===== config.mk =====
export PLATFORM = sky130hd
export DESIGN_NAME = edit_distance_engine_core
export DESIGN_NICKNAME = d
export VERILOG_FILES = /design/src/rtl/core/ede_pkg.sv /design/src/rtl/core/ede_cell.sv /design/src/rtl/core/edit_distance_engine_core.sv
export SDC_FILE = /design/constraint.sdc
export NUM_CORES = 1
export LEC_CHECK = 0
export BUFFER_PORTS_ARGS = -buffer_cell sky130_fd_sc_hd__buf_2
export CORE_UTILIZATION = 35
export DETAILED_ROUTE_END_ITERATION = 8
export SYNTH_ARGS = -nofsm -noshare
export SYNTH_HDL_FRONTEND = slang
export SYNTH_SLANG_ARGS = --single-unit

===== constraint.sdc =====
create_clock -name i_clk -period 9.65 [get_ports i_clk]
set_clock_uncertainty 0.05 [all_clocks]
set_input_delay 0.4825 -clock i_clk [delete_from_list [all_inputs] [get_ports i_clk]]
set_output_delay 0.4825 -clock i_clk [all_outputs]
set_load 0.05 [all_outputs]

===== src/rtl/core/ede_pkg.sv =====
// Shared constants and types for the edit distance engine.
`timescale 1ns / 1ps

package ede_pkg;

    localparam int unsigned MAX_LEN_DEF = 64;
    localparam int unsigned CHAR_W      = 8;
    localparam int unsigned DIST_W      = 7;
    localparam int unsigned FUNC_W      = 2;

    typedef enum logic [FUNC_W-1:0] {
        FUNC_CLEAR  = 2'd0,
        FUNC_REF    = 2'd1,
        FUNC_QUERY  = 2'd2,
        FUNC_FINISH = 2'd3
    } t_func;

endpackage


===== src/rtl/core/ede_cell.sv =====
// Shared cost cell: diagonal on match, else minimum of three neighbors plus one.
`timescale 1ns / 1ps

module ede_cell
    import ede_pkg::*;
#(
    parameter int unsigned COST_W = 7
) (
    input  logic              i_match,
    input  logic [COST_W-1:0] i_corner,
    input  logic [COST_W-1:0] i_upper,
    input  logic [COST_W-1:0] i_left,
    output logic [COST_W-1:0] o_cost
);

    logic [COST_W-1:0] best_uc;
    logic [COST_W-1:0] best;

    always_comb begin
        best_uc = (i_upper < i_corner) ? i_upper : i_corner;
        best    = (i_left < best_uc) ? i_left : best_uc;
        if (i_match) begin
            o_cost = i_corner;
        end else begin
            o_cost = best + COST_W'(1);
        end
    end

endmodule


===== src/rtl/core/edit_distance_engine_core.sv =====
// Top level of the edit distance engine: sequencer, reference and cost-row memories.
`timescale 1ns / 1ps

// Levenshtein edit distance between a stored reference and a streamed query.
// Input channel (i_in_valid / o_in_ready) carries i_func and i_char_code:
//   clear, append a reference byte, process a query byte, or finish.
// Output channel (o_out_valid / i_out_ready) carries o_distance and
//   o_overflow, one result per finish item.
// Per input item:
//   clear, append: done on acceptance.
//   query byte: one cost cell is updated per cycle by the shared cell
//     unit, which reads the cost-row memory and the reference memory
//     through one port each.
//   finish: the last cost is read, then goes to the output register when free.
// The block takes no item while a query sweep or a finish is in progress.
// A finished result sits in the output register; while the receiver stalls,
// items other than finish keep being taken, and a finish waits for the
// register to drain. Reset empties both strings and the output register and
// needs no clearing pass: the cost row reads as its start values whenever
// no query byte has been processed since the last restart.
module edit_distance_engine_core
    import ede_pkg::*;
#(
    parameter int unsigned MAX_LEN = MAX_LEN_DEF
) (
    input  logic              i_clk,
    input  logic              i_rst_n,
    input  logic              i_in_valid,
    output logic              o_in_ready,
    input  logic [FUNC_W-1:0] i_func,
    input  logic [CHAR_W-1:0] i_char_code,
    output logic              o_out_valid,
    input  logic              i_out_ready,
    output logic [DIST_W-1:0] o_distance,
    output logic              o_overflow
);

    localparam int unsigned LW = $clog2(MAX_LEN + 1);
    localparam int unsigned AW = $clog2(MAX_LEN);

    typedef enum logic [1:0] {
        S_IDLE,
        S_SWEEP,
        S_FIN
    } t_state;

    t_state            r_state, n_state;
    logic [LW-1:0]     r_ref_len, n_ref_len;
    logic [LW-1:0]     r_q_len, n_q_len;
    logic              r_ovf, n_ovf;
    logic [LW-1:0]     r_j, n_j;
    logic [LW-1:0]     r_left, n_left;
    logic [LW-1:0]     r_corner, n_corner;
    logic              r_fresh, n_fresh;
    logic [CHAR_W-1:0] r_qbyte, n_qbyte;
    logic              r_out_valid, n_out_valid;
    logic [DIST_W-1:0] r_distance, n_distance;
    logic              r_out_ovf, n_out_ovf;

    // memories
    logic [CHAR_W-1:0] ref_mem [MAX_LEN];
    logic [LW-1:0]     row_mem [MAX_LEN+1];
    logic [CHAR_W-1:0] r_ref_rd;
    logic [LW-1:0]     r_row_rd;

    logic              ref_we, ref_re, row_we, row_re;
    logic [AW-1:0]     ref_waddr, ref_raddr;
    logic [LW-1:0]     row_waddr, row_raddr;
    logic [CHAR_W-1:0] ref_wdata;
    logic [LW-1:0]     row_wdata;

    logic              accept;
    t_func             func;
    logic [LW-1:0]     upper;
    logic [LW-1:0]     cell_cost;
    logic [LW-1:0]     fin_cost;
    logic [LW+DIST_W-1:0] fin_wide;
    logic              out_free;

    assign func       = t_func'(i_func);
    assign o_in_ready = (r_state == S_IDLE);
    assign accept     = i_in_valid && o_in_ready;
    assign out_free   = !r_out_valid || i_out_ready;

    // before the first query byte after a restart, entry k holds k
    assign upper    = r_fresh ? (r_j + LW'(1)) : r_row_rd;
    assign fin_cost = (r_q_len == '0) ? r_ref_len : r_row_rd;
    assign fin_wide = {{DIST_W{1'b0}}, fin_cost};

    ede_cell #(
        .COST_W (LW)
    ) u_cell (
        .i_match  (r_ref_rd == r_qbyte),
        .i_corner (r_corner),
        .i_upper  (upper),
        .i_left   (r_left),
        .o_cost   (cell_cost)
    );

    always_comb begin
        n_state     = r_state;
        n_ref_len   = r_ref_len;
        n_q_len     = r_q_len;
        n_ovf       = r_ovf;
        n_j         = r_j;
        n_left      = r_left;
        n_corner    = r_corner;
        n_fresh     = r_fresh;
        n_qbyte     = r_qbyte;
        n_out_valid = r_out_valid;
        n_distance  = r_distance;
        n_out_ovf   = r_out_ovf;

        ref_we    = 1'b0;
        ref_waddr = r_ref_len[AW-1:0];
        ref_wdata = i_char_code;
        ref_re    = 1'b0;
        ref_raddr = '0;
        row_we    = 1'b0;
        row_waddr = '0;
        row_wdata = r_q_len + LW'(1);
        row_re    = 1'b0;
        row_raddr = LW'(1);

        // drop the held result once transferred
        if (r_out_valid && i_out_ready) begin
            n_out_valid = 1'b0;
        end

        case (r_state)
            S_IDLE: begin
                if (accept) begin
                    case (func)
                        FUNC_CLEAR: begin
                            n_ref_len = '0;
                            n_q_len   = '0;
                            n_ovf     = 1'b0;
                        end
                        FUNC_REF: begin
                            if (r_ref_len < LW'(MAX_LEN)) begin
                                ref_we    = 1'b1;
                                n_ref_len = r_ref_len + LW'(1);
                            end else begin
                                n_ovf = 1'b1;
                            end
                            n_q_len = '0;
                        end
                        FUNC_QUERY: begin
                            if (r_q_len < LW'(MAX_LEN)) begin
                                row_we    = 1'b1;
                                ref_re    = 1'b1;
                                row_re    = 1'b1;
                                n_left    = r_q_len + LW'(1);
                                n_corner  = r_q_len;
                                n_fresh   = (r_q_len == '0);
                                n_qbyte   = i_char_code;
                                n_j       = '0;
                                if (r_ref_len == '0) begin
                                    n_q_len = r_q_len + LW'(1);
                                end else begin
                                    n_state = S_SWEEP;
                                end
                            end else begin
                                n_ovf = 1'b1;
                            end
                        end
                        FUNC_FINISH: begin
                            row_re    = 1'b1;
                            row_raddr = r_ref_len;
                            n_state   = S_FIN;
                        end
                        default: begin
                            n_state = S_IDLE;
                        end
                    endcase
                end
            end
            S_SWEEP: begin
                row_we    = 1'b1;
                row_waddr = r_j + LW'(1);
                row_wdata = cell_cost;
                n_left    = cell_cost;
                n_corner  = upper;
                if (r_j == r_ref_len - LW'(1)) begin
                    n_q_len = r_q_len + LW'(1);
                    n_state = S_IDLE;
                end else begin
                    n_j       = r_j + LW'(1);
                    ref_re    = 1'b1;
                    ref_raddr = AW'(r_j + LW'(1));
                    row_re    = 1'b1;
                    row_raddr = r_j + LW'(2);
                end
            end
            S_FIN: begin
                // hold until the output register is free
                if (out_free) begin
                    n_out_valid = 1'b1;
                    n_distance  = fin_wide[DIST_W-1:0];
                    n_out_ovf   = r_ovf;
                    n_q_len     = '0;
                    n_state     = S_IDLE;
                end
            end
            default: begin
                n_state = S_IDLE;
            end
        endcase
    end

    always_ff @(posedge i_clk) begin
        if (!i_rst_n) begin
            r_state     <= S_IDLE;
            r_ref_len   <= '0;
            r_q_len     <= '0;
            r_ovf       <= 1'b0;
            r_j         <= '0;
            r_fresh     <= 1'b1;
            r_out_valid <= 1'b0;
        end else begin
            r_state     <= n_state;
            r_ref_len   <= n_ref_len;
            r_q_len     <= n_q_len;
            r_ovf       <= n_ovf;
            r_j         <= n_j;
            r_fresh     <= n_fresh;
            r_out_valid <= n_out_valid;
        end
        r_left     <= n_left;
        r_corner   <= n_corner;
        r_qbyte    <= n_qbyte;
        r_distance <= n_distance;
        r_out_ovf  <= n_out_ovf;
    end

    always_ff @(posedge i_clk) begin
        if (ref_we) begin
            ref_mem[ref_waddr] <= ref_wdata;
        end
        if (ref_re) begin
            r_ref_rd <= ref_mem[ref_raddr];
        end
    end

    always_ff @(posedge i_clk) begin
        if (row_we) begin
            row_mem[row_waddr] <= row_wdata;
        end
        if (row_re) begin
            r_row_rd <= row_mem[row_raddr];
        end
    end

    assign o_out_valid = r_out_valid;
    assign o_distance  = r_distance;
    assign o_overflow  = r_out_ovf;

endmodule

==> metrics, run 1 <==
vias post-DR 27,550; CTS H-tree lvls 3; syn_area_per_cell approximately 13 um2; arrival time worst endpoint just over 8 ns; critical setup path kind flip-flop to flip-flop; DR pass1 iterations 7; overall global routing resource usage roughly 18%; Die Ht around 360 um; final setup TNS 0 ns; CTS Buf Count about 110; Gate Count Post-Synth ~3,400; Hold Crit Class primary input to flip-flop; overall routed net length 115.6 mm; status finished with violations; num ports 24; routability congestion estimate 0.8467; DRC violations left 7; ANT nets after route 0; area grow syn2layout 11.69%; hold-critical path depth 3; count of state elements after synthesis 1,038; post_cts resized 0; distinct cell type count after synthesis 94; critical path's most frequent cell ha_1; Pins Over Slew Limit 0; Final setup viols 0; R2R setup slack around 1.8 ns; cell count of the worst reg-to-reg path 25; antenna violations before repair 1; Site Rows about 130; async set-reset flop share out of synthesis 0%; largest net degree at the start of global routing ~150; Worst EP required approximately 10 ns; slowest CP cell a21oi_1; Pwr Density a little under 200 mW/mm2; Max Fclk about 130 MHz; count of final hold-check violations 0; average wire per standard cell around 23 um; number of flops mapped to enable cells by yosys between 1,000 and 1,500; worst slew pin tran approximately 1.2 ns; CTS Hold Buffers Added 0; CP startpoint kind flip-flop; Ys Warns 0; crit end category flip-flop; Tmin final approximately 7.9 ns; FF-to-FF End row_mem[53][6]; Core Box Area approximately 0.12 mm2; DP Wirelength 66.81 mm; crit path max fanout 40; hold path start i_out_ready; Worst-path clk slew around 0.060 ns; vias in the first global route roughly 26,000; Max Cap Viol 0; Clock Latency Late Sink ~0.7 ns; I/O Buffers 23; first-pass GRT wire length 172.0 mm; n_diodes 0; Synth Net Count ~3,400; Critical R2R Launch r_j[0]; synthesized cell area approximately 0.044 mm2; ratio of cells with drive above 1 in the final layout between 8 and 9%; worst vdd ir about 0.16 mV; gr ovfl total 0; TritonCTS clock tree done; violated checks design-rule violations; Final Cycle Share between 80% and 90%; # fillers 11,470; CTS Sinks approximately 1,000; slowest stage delay, CP between 0.8 and 0.9 ns; total setup buffers inserted after CTS 0; Hold Path Sink o_out_valid; post-synthesis sequential area ratio 70.75%; Die Footprint between 0.1 and 0.15 mm2; root buf cell clkbuf_16; P_leak about 16 nW; Layout Utilization 39.42%; Initial Util 35.29%; prevailing post-synth register cell edfxtp_1; Die X 355.3 um; hold_ws 0.2001 ns; via/cell ratio approximately 5.4; fin nets around 3,400; RSZ-0062 raised after global routing no; Slew headroom 18.87%; initial drt markers roughly 2,900; Clock Tree Buf Depth 3
[registers in the layout, summed over array words and instances, names as in the netlist]
register,flops
r_row_rd,7
r_q_len,7
r_ovf,1
r_corner,7
o_distance,7
r_fresh,1
r_ref_len,7
ref_mem,512
r_ref_rd,8
r_qbyte,8
o_overflow,1
r_left,7
o_out_valid,1
r_j,7
row_mem,455
r_state,2
[layout by cell type, fill, tap and decap left out, types with 43 or more instances in the layout]
cell / count
clkbuf_16: 107
a31oi_1: 80
mux2i_1: 98
buf_4: 51
o21ai_0: 66
nand2_1: 729
mux2_2: 43
nor2_1: 244
nand3_1: 320
edfxtp_1: 1012
a21oi_1: 83
[report_power, final]
group	switching, mW	internal (mW)
sequential	0.0124	5.01
clock	1.69	2.22
combinational	0.501	0.197
[final cells by class]
type	count	area [um2]	share of cell area (%)
Sequential cell	1038	30910	63.35
Multi-Input combinational cell	2120	11910	24.42
Clock buffer	137	2790	5.718
Tap cell	1637	2048	4.198
Timing Repair Buffer	76	538.0	1.103
Clock inverter	58	460.4	0.9436
Inverter	36	135.1	0.2769
[stage by stage]
step / cell area, um2 / std cells / worst slack [ns] / total power [mW]
2_1_floorplan: 43690 / 3400 / 1.235 / 5.560
3_3_place_gp: 45540 / 4907 / 1.948 / 5.807
3_5_place_dp: 45540 / 4907 / 1.881 / 5.813
4_1_cts: 48800 / 5102 / 1.832 / 9.685
5_1_grt: 48800 / 5102 / 1.229 / 9.899
6_report: 48800 / 5102 / 1.774 / 9.626
[worst max path at each step]
stage	startpoint	endpoint	slack, ns	depth (start not counted)
floorplan	r_j[1]	r_left[2]	1.23	24
global placement	r_j[2]	row_mem[62][6]	1.95	24
detailed placement	r_j[2]	row_mem[58][6]	1.88	25
CTS	r_j[2]	row_mem[26][6]	1.83	25
global route	r_j[2]	row_mem[24][6]	1.23	25
finish	r_j[0]	row_mem[53][6]	1.77	25
[synthesized netlist by cell type (17+ instances only)]
cell type  count  area (um2)
buf_1         26       97.59
nand2_1      730        2740
inv_1         35       131.4
nor2_1       245       919.6
a311oi_1      36       315.3
o21ai_0       70       350.3
nor3_1        30       150.1
dfxtp_1       26       520.5
o211ai_1      21       157.7
nor2b_1       18       112.6
mux2i_1       98       980.9
xor2_1        27       236.5
a21oi_1       83       415.4
nand4_1       17       106.4
a31oi_1       84       525.5
buf_2         75       375.4
mux2_2        43       484.2
nand3_1      320        1602
clkbuf_1      93       349.1
edfxtp_1    1012       30390
ha_1          26       325.3
a211oi_1      17       127.6
[layer usage]
layer / global-route usage (%) / vias up / share of wire, %
met3: 2.908 / 160 / 7.3
met4: 4.612 / 0 / 2.1
met1: 25.36 / 13750 / 44
met2: 28.65 / 1074 / 47
met5: 0 / - / 0
li1: - / 12570 / -
[worst max-delay path, delay by kind of cell (launching register included)]
kind                     cells  cell delay [ns]
AND/OR/NAND/NOR              6             1.15
multiplexers                 2             0.55
AO/OA/AOI/OAI                9             2.85
adder cells (fa/ha/maj)      5             1.53
flip-flops                   1             0.30
XOR/XNOR                     1             0.38
buffers and inverters        2             0.73
[logic make-up after synthesis]
logic type	after synthesis	synth area share [%]
xor gates and xnor gates	46	0.9737
muxes	144	3.457
AOI/OAI and AO/OA	463	7.386
adders and majority gates	27	0.7675
and+or+nand+nor	1440	14.23
buffers and inverters	242	2.440
DFF	1038	70.75
Note: power is estimated with default switching activity, not from simulation.
==> run 2, diff against run 1 <==
==> constraint.sdc (replaced) <==
create_clock -name i_clk -period 7.7 [get_ports i_clk]
set_clock_uncertainty 0.05 [all_clocks]
set_input_delay 0.385 -clock i_clk [delete_from_list [all_inputs] [get_ports i_clk]]
set_output_delay 0.385 -clock i_clk [all_outputs]
set_load 0.05 [all_outputs]
==> run 2 against run 1 <==
- the flow still finishes with violations (design-rule violations)
- flip-flop and latch count stayed put
- setup slack worse by 1.0 ns
- core utilization is 0.083 points higher
- critical path depth is 1 lower
- fmax is 13% higher
- register-to-register slack worse by 1.0 ns
- via count is 0.38% higher
- worst hold slack worse by 0.050 ns
- critical path type unchanged
==> metrics, run 2 (synthesized netlist as in run 1, its figures left out) <==
average wire per standard cell 22.55 um; cell count of the worst reg-to-reg path 24; Initial Util a little over a third; gr ovfl total 0; vias in the first global route approximately 26,000; root buf cell clkbuf_16; WP buf/inv 1; commonest non-fill, non-tap cells in the layout edfxtp_1 (1,012), nand2_1 (729), nand3_1 (320); worst slew pin tran ~1.2 ns; vias post-DR between 20,000 and 30,000; Die X ~360 um; Max Cap Viol 0; routability congestion estimate 0.8449; area grow syn2layout 11.92%; crit path cell chain ha_1, nand3_1, xor2_1, a21oi_1, ha_1, a21o_1, a21oi_1, nor3b_1, a21oi_2, mux2i_1, ha_1, or3_1, a211o_1, o221ai_1, maj3_1, o21a_1, mux2_2, ha_1, nand3_1, xnor2_1, mux2i_1, nor2_1, o22ai_4, buf_4; slowest stage delay, CP a little under 0.6 ns; Slew headroom 17.86%; CTS Buf Count 105; worst vdd ir roughly 0.19 mV; Stages on worst setup path 24; Cell Area, Placed 0.04560 mm2; Clock Tree Buf Depth 3; CP startpoint kind flip-flop; Core Box Area around 0.12 mm2; I/O Buffers 23; P_leak between 15 and 20 nW; Pins Over Slew Limit 0; Tmin final roughly 7.0 ns; overall routed net length between 100 and 150 mm; Pwr Density 246.9 mW/mm2; hold-critical path depth 2; Die Ht 355.3 um; largest registers ref_mem (512), row_mem (455); initial drt markers between 3,000 and 4,000; placed insts just under 5,000; delay-heaviest family, CP compound AO/OA/AOI/OAI gates; antenna violations before repair 0; critical setup path kind flip-flop to flip-flop; n_diodes 0; first-pass GRT wire length between 150 and 200 mm; via/cell ratio between 5 and 6; Final Cycle Share 90.50%; DRC violations left 7; Site Rows roughly 130; Largest register FFs ~510; post-route setup slack about 0.73 ns; CTS Hold Buffers Added 0; status finished with violations; overall global routing resource usage 17.97%; Clock Latency Late Sink 0.69 ns; DP Wirelength between 60 and 70 mm; fin nets 3,418; CP startpoint r_j[1]; final setup TNS 0 ns; Hold Crit Class primary input to flip-flop; count of final hold-check violations 0; fin area just under 0.05 mm2; ANT nets after route 0; num ports 24; Final setup viols 0; Post-Layout Cell Count slightly above 5,000; ratio of cells with drive above 1 in the final layout under 10%; DP Worst Slack slightly above 0.6 ns; crit end category flip-flop; Critical R2R Launch r_j[1]; DR pass1 iterations 7; largest net degree at the start of global routing 145; # fillers around 12,000; total power 12.07 mW; leading cell type in the layout, fill and taps excluded edfxtp_1; critical path's most frequent cell ha_1; CTS H-tree lvls 3; Max Fclk 143.5 MHz; R2R setup slack 0.73 ns; crit path max fanout 66; Worst-path clk slew ~0.070 ns; TritonCTS clock tree done; Die Footprint about 0.13 mm2; Worst setup endpoint row_mem[26][4]; RSZ-0062 raised after global routing no; Top reg by flops ref_mem; CTS Sinks roughly 1,000; slowest CP cell buf_4; arrival time worst endpoint 7.28 ns; Worst EP required 8.02 ns; violated checks design-rule violations; FF-to-FF End row_mem[26][4]
[run 2: cell types whose count changed in the layout (fill, tap and decap cells not counted), sizes merged]
cell | previous run | this run
clkinvlp | 0 | 6
clkinv | 48 | 55
bufinv | 7 | 5
buf | 76 | 77
inv | 39 | 40
clkbuf | 137 | 127
[run 2: power by group]
part | internal (mW) | total (mW) | switching [mW]
clock network | 2.71 | 4.89 | 2.18
logic | 0.251 | 0.891 | 0.640
registers | 6.27 | 6.29 | 0.0160
total | 9.24 | 12.1 | 2.84
[run 2: layer usage]
| layer | global-route usage, % | part of all wire [%] |
|---|---|---|
| met5 | 0 | 0 |
| met4 | 4.810 | 2.2 |
| met3 | 3.067 | 7.8 |
| met2 | 28.33 | 47 |
| met1 | 25.55 | 43 |
[run 2: worst reg2reg max path, stage by stage (launching register included)]
cell and delay (ns):
dfxtp_1 0.52, ha_1 0.48, nand3_1 0.20, xor2_1 0.39
a21oi_1 0.20, ha_1 0.33, a21o_1 0.18, a21oi_1 0.18
nor3b_1 0.33, a21oi_2 0.20, mux2i_1 0.20, ha_1 0.24
or3_1 0.31, a211o_1 0.24, o221ai_1 0.09, maj3_1 0.22
o21a_1 0.38, mux2_2 0.40, ha_1 0.26, nand3_1 0.12
xnor2_1 0.08, mux2i_1 0.15, nor2_1 0.09, o22ai_4 0.17
buf_4 0.59
[run 2: worst min path at each step]
stage | start | slack, ns | to
5_1_grt | i_out_ready | 0.13 | o_out_valid
4_1_cts | i_rst_n | 0.08 | r_fresh
2_1_floorplan | r_ovf | 0.36 | o_overflow
3_5_place_dp | r_state[0] | 0.45 | r_state[0]
6_report | i_rst_n | 0.15 | r_fresh
3_3_place_gp | r_state[0] | 0.44 | r_state[0]
[run 2: stage by stage]
| stage | hold slack [ns] | utilization (%) |
|---|---|---|
| after floorplan | 0.3576 | - |
| after detailed placement | 0.4472 | 36.84 |
| after global placement | 0.4425 | 36.84 |
| after CTS | 0.08424 | 39.49 |
| final | 0.1506 | 39.50 |
| after global routing | 0.1271 | 39.50 |
[run 2: repair_timing]
| action | 4_1_cts | 5_1_grt |
|---|---|---|
| resized for setup | 0 | 2 |
| endpoints found under the setup margin | 0 | 66 |
| buffers inserted | 0 | 0 |
[run 2: layout make-up]
| type | instances | area [um2] | share of cell area [%] |
|---|---|---|---|
| clock inverters | 70 | 558.0 | 1.141 |
| flip-flops and latches | 1038 | 30910 | 63.21 |
| well taps | 1637 | 2048 | 4.189 |
| repair buffers | 77 | 599.3 | 1.226 |
| multi-input cells | 2120 | 11920 | 24.37 |
| clock buffers | 127 | 2731 | 5.586 |
| inverters | 36 | 135.1 | 0.2764 |
